--- src/rtl/ps2_mouse_packet_to_cursor_position_top_defines.svh ---
// Assertion helpers for the RTL, used by ps2mc_ctrl. They expect clk and rst_n in scope.
`ifndef PS2_MOUSE_PACKET_TO_CURSOR_POSITION_TOP_DEFINES_SVH
`define PS2_MOUSE_PACKET_TO_CURSOR_POSITION_TOP_DEFINES_SVH

// same-cycle implication
`define PS2MC_ASSERT_NOW(lbl, ante, cons, msg) \
  lbl: assert property (@(posedge clk) disable iff (!rst_n) (ante) |-> (cons)) else $error(msg);

// next-cycle implication
`define PS2MC_ASSERT_NEXT(lbl, ante, cons, msg) \
  lbl: assert property (@(posedge clk) disable iff (!rst_n) (ante) |=> (cons)) else $error(msg);

`endif

--- src/rtl/ps2mc_pkg.sv ---
package ps2mc_pkg;

  localparam int unsigned POS_W  = 26;
  localparam int unsigned ACC_W  = 32;
  localparam int unsigned IDX_W  = 3;
  localparam int unsigned CFG_W  = 12;

  // configuration register indexes
  localparam logic [IDX_W-1:0] REG_SENS  = 3'd0;
  localparam logic [IDX_W-1:0] REG_SCR_W = 3'd1;
  localparam logic [IDX_W-1:0] REG_SCR_H = 3'd2;
  localparam logic [IDX_W-1:0] REG_CUR_W = 3'd3;
  localparam logic [IDX_W-1:0] REG_CUR_H = 3'd4;

  localparam logic [8:0]  SENS_MIN   = 9'd10;
  localparam logic [8:0]  SENS_MAX   = 9'd500;
  localparam logic [8:0]  SENS_RST   = 9'd120;
  localparam logic [6:0]  CUR_RST    = 7'd16;
  localparam logic [31:0] ACC_X_RST  = 32'd40000;
  localparam logic [31:0] ACC_Y_RST  = 32'd30000;

  localparam logic [7:0]        SYNC_MASK  = 8'h08;
  localparam logic signed [7:0] BIG_DELTA  = 8'sd5;

  // x/10 == (x * RECIP_K) >> RECIP_SH, exact for x < 2^20
  localparam logic [19:0] RECIP_K    = 20'd838861;
  localparam int unsigned RECIP_SH   = 23;

  // x/100 == (x * RECIP100_K) >> RECIP100_SH, exact for any 32-bit x
  localparam logic [31:0] RECIP100_K  = 32'd1374389535;
  localparam int unsigned RECIP100_SH = 37;

  typedef struct packed {
    logic load_set;
    logic cap_hdr;
    logic cap_dx;
    logic cap_dy;
    logic mul;
    logic scale;
    logic adj;
    logic div_init;
    logic div_step;
    logic finish;
  } ps2mc_cmd_t;

  typedef struct packed {
    logic is_set;
    logic is_aux;
    logic sync;
    logic out_free;
  } ps2mc_sts_t;

  typedef struct packed {
    logic               wr;
    logic signed [25:0] pos;
    logic [31:0]        acc;
  } ps2mc_clamp_t;

endpackage

--- src/rtl/ps2mc_ctrl.sv ---
`include "ps2_mouse_packet_to_cursor_position_top_defines.svh"

module ps2mc_ctrl (
  input  logic                  clk,
  input  logic                  rst_n,
  input  logic                  in_valid,
  output logic                  in_ready,
  input  ps2mc_pkg::ps2mc_sts_t sts,
  output ps2mc_pkg::ps2mc_cmd_t cmd
);

  localparam logic [2:0] S_IDLE  = 3'd0;
  localparam logic [2:0] S_MUL   = 3'd1;
  localparam logic [2:0] S_SCALE = 3'd2;
  localparam logic [2:0] S_ADJ   = 3'd3;
  localparam logic [2:0] S_DINIT = 3'd4;
  localparam logic [2:0] S_DIV   = 3'd5;
  localparam logic [2:0] S_DONE  = 3'd6;

  localparam logic [1:0] PH_HDR = 2'd0;
  localparam logic [1:0] PH_DX  = 2'd1;
  localparam logic [1:0] PH_DY  = 2'd2;

  logic [2:0] state_r, state_nxt;
  logic [1:0] phase_r, phase_nxt;

  assign in_ready = (state_r == S_IDLE);

  always_comb begin
    state_nxt = state_r;
    phase_nxt = phase_r;
    cmd       = '0;
    case (state_r)
      S_IDLE: begin
        if (in_valid) begin
          if (sts.is_set) begin
            cmd.load_set = 1'b1;
          end else if (sts.is_aux) begin
            case (phase_r)
              PH_DX: begin
                cmd.cap_dx = 1'b1;
                phase_nxt  = PH_DY;
              end
              PH_DY: begin
                cmd.cap_dy = 1'b1;
                phase_nxt  = PH_HDR;
                state_nxt  = S_MUL;
              end
              default: begin
                // header must carry the sync bit, otherwise drop and stay
                if (sts.sync) begin
                  cmd.cap_hdr = 1'b1;
                  phase_nxt   = PH_DX;
                end
              end
            endcase
          end
        end
      end
      S_MUL: begin
        cmd.mul   = 1'b1;
        state_nxt = S_SCALE;
      end
      S_SCALE: begin
        cmd.scale = 1'b1;
        state_nxt = S_ADJ;
      end
      S_ADJ: begin
        cmd.adj   = 1'b1;
        state_nxt = S_DINIT;
      end
      S_DINIT: begin
        cmd.div_init = 1'b1;
        state_nxt    = S_DIV;
      end
      S_DIV: begin
        cmd.div_step = 1'b1;
        state_nxt    = S_DONE;
      end
      S_DONE: begin
        if (sts.out_free) begin
          cmd.finish = 1'b1;
          state_nxt  = S_IDLE;
        end
      end
      default: begin
        state_nxt = S_IDLE;
      end
    endcase
  end

  always_ff @(posedge clk) begin
    if (!rst_n) begin
      state_r <= S_IDLE;
      phase_r <= PH_HDR;
    end else begin
      state_r <= state_nxt;
      phase_r <= phase_nxt;
    end
  end

  `PS2MC_ASSERT_NEXT(a_div_ends, state_r == S_DIV, state_r == S_DONE, "divide did not finish in one step")
  `PS2MC_ASSERT_NOW(a_finish_free, cmd.finish, sts.out_free, "result written while output register busy")
  `PS2MC_ASSERT_NEXT(a_pkt_start, in_valid && in_ready && !sts.is_set && sts.is_aux && phase_r == PH_DY, state_r == S_MUL && phase_r == PH_HDR, "third byte did not start packet processing")
  `PS2MC_ASSERT_NOW(a_phase_valid, state_r != S_IDLE, phase_r == PH_HDR, "packet phase advanced during processing")

endmodule

--- config.mk ---
export PLATFORM = sky130hd
export DESIGN_NAME = ps2mc_ctrl
export DESIGN_NICKNAME = d
export VERILOG_FILES = /design/src/rtl/ps2mc_pkg.sv /design/src/rtl/ps2mc_ctrl.sv
export VERILOG_INCLUDE_DIRS = /design/src /design/src/rtl
export SDC_FILE = /design/constraint.sdc
export NUM_CORES = 1
export LEC_CHECK = 0
export ABC_CLOCK_PERIOD_IN_PS = 1900
export BUFFER_PORTS_ARGS = -buffer_cell sky130_fd_sc_hd__buf_2
export CAP_MARGIN = 5
export CORE_UTILIZATION = 25
export CTS_CLUSTER_DIAMETER = 200
export DETAILED_ROUTE_END_ITERATION = 6
export HOLD_SLACK_MARGIN = 0.03
export SYNTH_ARGS = -nofsm -noshare
export SYNTH_HDL_FRONTEND = slang
export SYNTH_SLANG_ARGS = --single-unit
--- constraint.sdc ---
create_clock -name clk -period 1.9 [get_ports clk]
set_clock_uncertainty 0.1 [all_clocks]
set_input_delay 0.38 -clock clk [delete_from_list [all_inputs] [get_ports clk]]
set_output_delay 0.38 -clock clk [all_outputs]
set_load 0.02 [all_outputs]
# Word level (Yosys, flattened, before mapping)
# Index checks and enable logic that the tools add are counted.
# Widths: inputs -> output; s select.
[word_totals]
wordCells = 45
input_bits = 7
mem_count = 0
romBits = 0
latch_bits = 0
ff_bits = 5
ram_bits = 0
out_inout_bits = 11
[op_classes]
n_eq_ne = 13
bitwise_logic = 1
shift = 0
add_sub_neg = 0
mux = 24
n_reduce_logical = 5
n_mul = 0
div = 0
order_cmp = 0
[ops]
columns = ["cell", "count"]
rows = [
  ["$mux 3", 7],
  ["$pmux 3 s7", 1],
  ["$mux 1", 12],
  ["$reduce_and 5->1", 2],
  ["$eq 3x3->1 const B", 3],
  ["$mux 4", 2],
  ["$eq 3x2->1 const B", 2],
  ["$ne 2x2->1 const B", 3],
  ["$ne 2x1->1 const B", 2],
  ["$pmux 2 s2", 1],
  ["$eq 3x1->1 const B", 1],
  ["$logic_not 3->1", 1],
  ["$reduce_bool 3->1", 1],
  ["$eq 2x1->1 const B", 1],
  ["$eq 2x2->1 const B", 1],
  ["$mux 2", 1],
  ["$reduce_or 2->1", 1],
  ["$not 1->1", 1],
]

# Longest topological paths before layout
# Gate-level depths: netlist of the first run.
[logic_depth]
ltp_word = 7
mapped_depth = 5
ltp_nobuf = 5

# Worst setup path before layout of the first run
# OpenSTA, ideal clock, no wires.
[synth_timing]
kind = "register to output"
startpoint = "reg state_r[0]"
endpoint = "out cmd[9] in the netlist's numbering"
slack_ns = 0.160
arrival_ns = 1.260
stages_incl_launch_ff = 5
required_time_ns = 1.420
n_path_buf = 1
cell_sequence = "dfxtp_1 > buf_6 > or3_4 > inv_1 > and3_1"
[synth_lines]
columns = ["item", "line_no", "text"]
rows = [
  ["from (decl)", "ps2mc_ctrl.sv:24", "logic [2:0] state_r, state_nxt;"],
  ["from (signal assigned)", "ps2mc_ctrl.sv:97", "state_r <= state_nxt;"],
  ["to (decl)", "ps2mc_ctrl.sv:9", "output ps2mc_pkg::ps2mc_cmd_t cmd"],
]

==> metrics.cfg, run 1 <==
[run_status]
status=complete, no violations

[worst_setup_path]
worstPathRequired_ps=1420
worstSetupStartpointType=flop
cp_max_fo=5
crit_family=simple AND/OR/NAND/NOR gates
r2r_slack_ps=430
r2r-start=state_r[1]
cp-end-kind=primary output
reg2regPathDepth=4
cp_slowest_cell=or3_4
timing.rr.end=phase_r[1]
path_cells=or3_4 -> nor2_4 -> and3_4 -> buf_6
cp.arrival_ps=1370
crit_buf_inv=1
slowest_delay_ps=400
worstSetupPathType=reg2out

[power_and_ir_drop]
p_sw_mw=0.0604
p_leak_nw=0.270
power_frac_seq_pct=40.8
power.share.clock_pct=47.5
p_comb_share_pct=11.6
cellPowerDensity_nw_per_um2=467
ir_worst_vdd_v=0.000267
intPower_mw=0.200
p_sw_share_pct=23.2

[clocking]
htreeDepth=1
cts-root-buf=clkbuf_4
cts_buffers=3
cts.path.max_buffers=2
cts_sinks=5
cts.clk_slew.worst_paths_ps=40
cts_tree=done
clkLatencyLatePin_ps=250
cts_hold_buf=0

[finish]
multiInputGateArea_sq_um=269
area_growth_pct=42.2
diodes=0
seq_area_sq_um=104
final_core_util_pct=40.3
fin_nets=82
num-fill-cells=150
final_cell_area_sq_um=557
drive_above_1_share_pct=42.3
stdcell_count=86

[drt]
viasPerCell=4.56
avgRoutedWirePerCell_um=9.02
finalWirelength_um=776
first_pass_iters=3
drc=0
num_vias=392
ant_nets=0
drt_first_iter_violations=2

[synth]
yosys_register_bits=5
avgSynthCellArea_sq_um=7.99
netlist_area_sq_um=392
yosys_warnings=0
syn_nets=59
yosysSeqAreaShare_pct=25.6
yosysUniqueCellTypes=24
synthCells=49

[min_path]
hp-class=in2reg
hold_path_depth=3
min_to=phase_r[1]
worstHoldStart=rst_n

[die]
die_area_sq_um=1730
ios=18
row_count=13
start_util_pct=28.3
die_x_um=41.6
core_area_sq_um=1380
die_y_um=41.6

[place]
dpl.hpwl_um=588
gp_congestion=0.728
pre_cts_slack_ps=214
dp_cells=80
dpl_cell_area_sq_um=490
io_buffers=17

[flow_run]
drv_cap=0

[grt]
antenna_found_initial=0
busiest_layer=met2
use_met3_pct=4.35
grt_use_total_pct=9.34
grtUsageMet1_pct=9.52
grt_overflow=0
grt_max_degree=11
grt_pass1_vias=327
grt_pass1_wl_um=1240
grtUsageMet2_pct=15.3

[timing]
rsz0062_at_grt=true
finalHoldViolCount=0
max_slew_margin_pct=77.8
min_period_ps=1850
setup_violations=0
drv_slew=0
fmaxAchievable_mhz=541
fin_ws_ps=51.3
post-route-period-util_pct=97.3
worst_slew_pin_slew_ps=325

layout by cell type (no fill, tap or decap), drive strengths merged:
| cell type | count |
|---|---|
| nor2b | 2 |
| inv | 4 |
| buf | 21 |
| a2111oi | 1 |
| ha | 3 |
| nor2 | 5 |
| nand4b | 1 |
| clkbuf | 4 |
| and4b | 1 |
| a211oi | 1 |
| nor3b | 2 |
| nor3 | 2 |
| and3 | 2 |
| mux2i | 2 |
| and2b | 1 |
| nand2 | 6 |
| nand3b | 1 |
| or2 | 1 |
| dfxtp | 5 |
| a21oi | 2 |
| and2 | 3 |
| or3 | 1 |
cells in the mapped netlist:
| master | n | area [sq um] |
|---|---|---|
| nor3b_1 | 2 | 15.0 |
| nor3_4 | 1 | 16.3 |
| a21oi_1 | 2 | 10.0 |
| a2111oi_0 | 1 | 8.76 |
| nor3_1 | 1 | 5.00 |
| clkbuf_2 | 1 | 5.00 |
| and2b_1 | 1 | 7.51 |
| buf_6 | 1 | 11.3 |
| nand2_1 | 6 | 22.5 |
| and4b_1 | 1 | 10.0 |
| and3_1 | 2 | 12.5 |
| and2_1 | 3 | 18.8 |
| or3_4 | 1 | 11.3 |
| ha_1 | 3 | 37.5 |
| a211oi_1 | 1 | 7.51 |
| nand3b_1 | 1 | 7.51 |
| mux2i_1 | 2 | 20.0 |
| dfxtp_1 | 5 | 100 |
| nor2_1 | 5 | 18.8 |
| clkbuf_1 | 1 | 3.75 |
| inv_1 | 4 | 15.0 |
| nand4b_1 | 1 | 8.76 |
| or2_2 | 1 | 6.26 |
| nor2b_1 | 2 | 12.5 |
worst min-delay path: stages:
cell and delay (ps):
buf_2 120, nand2_1 60, mux2i_1 50
timing repair:
item,in CTS,in global routing
buffers inserted,0,2
pin swaps,0,3
resized for setup,2,6
setup endpoints to repair,2,3
how the worst max path moves through the flow:
stage          depth (start not counted)       start  endpoint
2_1_floorplan                          4  state_r[0]    cmd[9]
3_3_place_gp                           4  state_r[1]    cmd[8]
3_5_place_dp                           4  state_r[1]    cmd[8]
4_1_cts                                4  state_r[1]    cmd[8]
5_1_grt                                4  state_r[1]    cmd[8]
6_report                               4  state_r[1]    cmd[8]
registers in the layout, summed over array words and instances, names as in the netlist:
signal   flops
phase_r      2
state_r      3
metal layers:
metal  wire length [um]  vias to the layer above
li1                   -                      208
met1                353                      172
met2                359                       10
met3                 48                        2
met4                 15                        0
met5                  0                        -
cells by family after synthesis:
family	count (synthesis)	share of synthesized area, %
and+or+nand+nor	28	44.1
buffers and inverters	7	8.94
DFF	5	25.6
AOI/OAI and AO/OA	4	6.71
adders and majority gates	3	9.59
muxes	2	5.11
power by group through the flow:
stage / Clock [mW] / Combinational (mW) / Sequential, mW
final: 0.124 / 0.0303 / 0.106
after global placement: 0 / 0.0264 / 0.109
after detailed placement: 0 / 0.0268 / 0.109
after CTS: 0.130 / 0.0273 / 0.108
after floorplan: 0 / 0.0148 / 0.109
after global routing: 0.139 / 0.0335 / 0.106
stage by stage:
step	setup TNS [ps]	hold slack [ps]	total power, mW
2_1_floorplan	0	351	0.124
3_3_place_gp	0	372	0.136
3_5_place_dp	0	375	0.136
4_1_cts	0	322	0.264
5_1_grt	-11.1	336	0.278
6_report	0	327	0.260
final cells by class:
class,instances,share of cell area (%)
multi-input combinational,37,48.3
tap,15,3.37
clock buffer,4,4.72
inverter,4,2.70
sequential,5,18.7
timing repair buffer,21,22.2
(Power assumes the default switching activity.)
==> run 2, diff against run 1 <==
Settings changed: BUFFER_PORTS_ARGS -buffer_cell sky130_fd_sc_hd__buf_2 to -buffer_cell sky130_fd_sc_hd__buf_4.
==> metrics.cfg, run 2 (synthesized netlist as in run 1, its figures left out) <==
[run_status]
status=complete, no violations

[grt]
grt_pass1_wl_um=1170  ; -5.6%
grt_pass1_vias=305  ; -6.7%
antenna_found_initial=0  ; unchanged
grt_max_degree=11  ; unchanged
grt_use_total_pct=8.83  ; -0.52 points
grt_overflow=0  ; unchanged

[timing]
worst_slew_pin_slew_ps=332  ; +7.38 ps
finalHoldViolCount=0  ; unchanged
drv_slew=0  ; unchanged
fmaxAchievable_mhz=540  ; -0.19%
min_period_ps=1850  ; +3.45 ps
post-route-period-util_pct=97.5  ; +0.18 points
max_slew_margin_pct=77.7  ; -0.10 points
holdWs_ps=325  ; -2.06 ps
setup_violations=0  ; unchanged
setup_tns_ps=0  ; unchanged

[drt]
finalWirelength_um=777  ; +0.13%
drt_first_iter_violations=10  ; +8
ant_nets=0  ; unchanged
first_pass_iters=2  ; -1
num_vias=379  ; -3.3%
drc=0  ; unchanged
avgRoutedWirePerCell_um=9.03  ; +0.13%
viasPerCell=4.41  ; -3.3%

[die]
ios=18  ; unchanged
row_count=13  ; unchanged
core_area_sq_um=1380  ; unchanged
die_x_um=41.6  ; unchanged
start_util_pct=28.3  ; unchanged
die_area_sq_um=1730  ; unchanged
die_y_um=41.6  ; unchanged

[worst_setup_path]
cp.arrival_ps=1370  ; about the same
cp_max_fo=5  ; unchanged
r2r-start=state_r[1]
worstPathRequired_ps=1420  ; about the same
worstSetupPathType=reg2out
critPathLaunch=state_r[1]
worstSetupStartpointType=flop
cp-end-kind=primary output
reg2regPathDepth=4  ; unchanged

[power_and_ir_drop]
fin_total_pwr_mw=0.262  ; +0.97%
p_leak_nw=0.276  ; +2.2%
p_sw_share_pct=22.6  ; -0.60 points
power.share.clock_pct=46.7  ; -0.8 points
power_frac_seq_pct=40.4  ; -0.4 points
intPower_mw=0.203  ; +1.8%
cellPowerDensity_nw_per_um2=442  ; -5.4%
ir_worst_vdd_v=0.000253  ; -5.4%
p_sw_mw=0.0594  ; -1.6%
p_comb_share_pct=12.9  ; +1.3 points

[min_path]
worstHoldStart=sts[0]
hold_path_depth=3  ; unchanged
hp-class=in2reg

[clocking]
cts-root-buf=clkbuf_4
htreeDepth=1  ; unchanged
clkLatencyLatePin_ps=240  ; about the same
cts_tree=done
cts_buffers=3  ; unchanged
cts_sinks=5  ; unchanged
cts.clk_slew.worst_paths_ps=40  ; about the same
cts_hold_buf=0  ; unchanged
cts.path.max_buffers=2  ; unchanged

[finish]
largest_register=state_r
fin_nets=82  ; unchanged
reg_top3=state_r (3), phase_r (2)
final_core_util_pct=43.0  ; +2.7 points
final_cell_mix=buf_4, nand2_1, inv_1, nor2_1, dfxtp_1
drive_above_1_share_pct=42.3  ; unchanged
final_common_cell=buf_4
largest_reg_flops=3  ; unchanged
seq_area_sq_um=104  ; unchanged
diodes=0  ; unchanged
multiInputGateArea_sq_um=269  ; unchanged
num-fill-cells=147  ; -2.0%
area_growth_pct=51.8

[place]
gp_congestion=0.734  ; +0.85%
io_buffers=17  ; unchanged
dpl.hpwl_um=582  ; -1.0%

[flow_run]
drv_cap=0  ; unchanged

run 2: cell counts in the layout (fill, tap and decap cells not counted):
Identical to the previous run, type by type.
run 2: timing repair:
| action | 4_1_cts | 5_1_grt |
|---|---|---|
| hold endpoints to repair | 0 | 0 |
| endpoints found under the setup margin | 1 | 2 |
| resized for setup | 1 | 5 |
| pin swaps | 0 | 2 |
| setup buffers | 0 | 2 |
run 2: layer usage:
layer  wire, um  global-route usage [%]  part of all wire [%]  vias to the layer above
li1           -                       -                     -                      208
met1        385                    10.7                    50                      159
met2        338                    12.2                    44                       10
met3         48                    4.35                   6.2                        2
met4          5                    5.81                  0.64                        0
met5          0                       0                     0                        -
run 2: final timing paths:
path                                   end  slack, ps
worst max-delay path                cmd[8]         50
worst min-delay path            state_r[2]        330
worst max register to register  phase_r[0]        410
worst min register to register  phase_r[1]        380
run 2: through the flow:
stage               area (sq um)  instances  setup slack [ps]
finish                       594         86              47.8
global route                 594         86             -1.41
CTS                          561         84              16.7
detailed placement           533         80               243
global placement             533         80               259
floorplan                    392         49               160
run 2: worst max-delay path, cell delays in order, from the launching register on:
cell and delay (ps):
dfxtp_4 350, or3_4 400, nor2_4 100, and3_4 180
buf_6 110
run 2: cell type report:
cell class	count	area share, %
clock buffer	4	4.42
tap	15	3.16
sequential	5	17.5
multi-input combinational	37	45.3
inverter	4	2.53
timing repair buffer	21	27.2
run 2: power groups by stage:
| stage | clock network, mW | logic (mW) | registers, mW |
|---|---|---|---|
| 3_3_place_gp | 0 | 0.0314 | 0.109 |
| 5_1_grt | 0.138 | 0.0374 | 0.106 |
| 3_5_place_dp | 0 | 0.0314 | 0.109 |
| 4_1_cts | 0.128 | 0.0316 | 0.107 |
| 6_report | 0.123 | 0.0338 | 0.106 |
| 2_1_floorplan | 0 | 0.0148 | 0.109 |
==> run 3, diff against run 2 <==
Settings changed: ABC_AREA set to 1, HOLD_SLACK_MARGIN 0.03 to 0.15.
==> metrics.cfg, run 3 <==
[run_status]
status=complete, no violations

[finish]
diodes=0  ; unchanged
final_cell_mix=buf_4, inv_1, nor2_1
drive_above_1_share_pct=29.8  ; -12 points
reg_top3=state_r (3), phase_r (2)
final_common_cell=buf_4
final_cell_area_sq_um=552  ; -7.2%
largest_reg_flops=3  ; unchanged
stdcell_count=99  ; +15%
area_growth_pct=45.5
final_core_util_pct=40.9  ; -2.1 points
largest_register=state_r
fin_nets=95  ; +16%
num-fill-cells=154  ; +4.8%

[die]
ios=18  ; unchanged
core_area_sq_um=1350  ; -2.4%
die_y_um=40.9  ; -1.5%
die_x_um=40.9  ; -1.5%
die_area_sq_um=1680  ; -3.1%
row_count=13  ; unchanged
start_util_pct=28.1  ; -0.24 points

[synth]
yosysTopAreaCell=dfxtp_1
yosys_register_bits=5  ; unchanged
synth_edf_count=0  ; unchanged
yosys_warnings=0  ; unchanged
synthCells=63  ; +29%
async_flop_share_pct=0  ; unchanged
synthTopCellsByArea=dfxtp_1, inv_1, nor2_1, ha_1, nand3_1
synth_common_cells=inv_1, nor2_1, nand2_1
avgSynthCellArea_sq_um=6.02  ; -25%
yosysSeqAreaShare_pct=26.4  ; +0.84 points
yosysUniqueCellTypes=13  ; -46%
yosys_most_used_dff=dfxtp_1
syn_nets=73  ; +24%
netlist_area_sq_um=379  ; -3.2%
synth_top_area_share_pct=26.4  ; +0.84 points

[drt]
num_vias=429  ; +13%
first_pass_iters=4  ; +2
drt_first_iter_violations=10  ; unchanged
finalWirelength_um=818  ; +5.3%
viasPerCell=4.33  ; -1.7%
avgRoutedWirePerCell_um=8.26  ; -8.5%
drc=0  ; unchanged
ant_nets=0  ; unchanged

[worst_setup_path]
cp_max_fo=4  ; -1
r2r_slack_ps=640  ; +230 ps
worstPathRequired_ps=1420  ; about the same
r2r-start=phase_r[0]
cp.arrival_ps=1260  ; -110 ps
reg2regPathDepth=8  ; +4
cp-end-kind=primary output
crit_family=flip-flops
critPathLaunch=phase_r[0]
worstSetupStartpointType=flop
crit_buf_inv=2  ; +1
path_cells=inv_1 -> ha_1 -> nand3_1 -> nor2_1 -> buf_4
worstSetupPathType=reg2out
cp_slowest_cell=dfxtp_1
slowest_delay_ps=370  ; -30 ps
timing.rr.end=phase_r[0]

[grt]
grt_max_degree=8  ; -3
grt_overflow=0  ; unchanged
antenna_found_initial=0  ; unchanged
grt_pass1_wl_um=1260  ; +7.0%
grt_pass1_vias=361  ; +18%
grt_use_total_pct=11.7  ; +2.8 points

[clocking]
cts.path.max_buffers=2  ; unchanged
cts_resized=0  ; -1
cts.clk_slew.worst_paths_ps=40  ; about the same
cts_setup_buffers=0  ; unchanged
cts_sinks=5  ; unchanged
htreeDepth=1  ; unchanged
cts-root-buf=clkbuf_4
clkLatencyLatePin_ps=240  ; about the same
cts_hold_buf=0  ; unchanged
cts_tree=done
cts_buffers=3  ; unchanged

[power_and_ir_drop]
p_leak_nw=0.302  ; +9.4%
cellPowerDensity_nw_per_um2=720  ; +63%
ir_worst_vdd_v=0.000362  ; +43%
fin_total_pwr_mw=0.397  ; +51%

[timing]
min_period_ps=1740  ; -110 ps
post-route-period-util_pct=91.7  ; -5.8 points
setup_violations=0  ; unchanged
max_slew_margin_pct=84.0  ; +6.3 points
worst_slew_pin_slew_ps=240  ; -92.7 ps
setup_tns_ps=0  ; unchanged
drv_slew=0  ; unchanged
fmaxAchievable_mhz=574  ; +6.3%
finalHoldViolCount=0  ; unchanged
rsz0062_at_grt=false

[min_path]
hold_path_depth=3  ; unchanged
worstHoldStart=rst_n
min_to=phase_r[1]
hp-class=in2reg

[place]
dp_cells=95  ; +19%
gp_congestion=0.811  ; +11%
dpl_cell_area_sq_um=526  ; -1.4%
dpl.hpwl_um=708  ; +22%
io_buffers=17  ; unchanged

[flow_run]
drv_cap=0  ; unchanged

==> run 3: worst reg2reg max path: stages (launching register included) <==
cell	delay, ps
dfxtp_1	370
inv_1	60
ha_1	200
nor2_1	120
nand2_1	60
nand2_1	50
nor2_1	50
nor2_1	80
nor2_1	50
==> run 3: final cells by class <==
class | instances | area, sq um | share of cell area, %
clock buffer | 4 | 26.3 | 4.76
inverter | 16 | 60.1 | 10.9
multi-input combinational | 42 | 219 | 39.7
sequential | 5 | 100 | 18.1
tap | 15 | 18.8 | 3.40
timing repair buffer | 17 | 128 | 23.1
==> run 3: how the worst max path moves through the flow <==
| stage | endpoint | slack (ps) | depth (start not counted) |
|---|---|---|---|
| after global placement | cmd[6] | 390 | 7 |
| after global routing | cmd[1] | 40 | 5 |
| final | cmd[8] | 160 | 5 |
| after detailed placement | cmd[6] | 350 | 7 |
| after floorplan | cmd[7] | 370 | 4 |
| after CTS | cmd[8] | 140 | 5 |
==> run 3: cells by family (layout without fill, tap and decap cells) <==
group                    count (synthesis)  after routing  synth area share [%]
flip-flops                               5              5                  26.4
AO/OA/AOI/OAI                            5              5                  6.60
buffers and inverters                   16             37                  15.8
AND/OR/NAND/NOR                         34             34                  41.3
adder cells (fa/ha/maj)                  3              3                  9.90
==> run 3: routing by layer <==
metal	wire length [um]	track usage, %	share of wire [%]
met1	384	13.0	47
met2	376	19.1	46
met3	57	1.63	7.0
met4	0	10.0	0
met5	0	0	0
==> run 3: power by group <==
| group | switching [mW] | internal (mW) | leakage, nW |
|---|---|---|---|
| Combinational | 0.0870 | 0.0589 | 0.246 |
| Clock | 0.0395 | 0.0791 | 0.0150 |
| Sequential | 0.0169 | 0.116 | 0.0405 |
| Total | 0.143 | 0.254 | 0.302 |
==> run 3: metrics by stage <==
stage | hold WS, ps | setup WS, ps
after global routing | 317 | 35.3
after floorplan | 382 | 366
final | 301 | 158
after detailed placement | 409 | 351
after CTS | 296 | 135
after global placement | 406 | 395
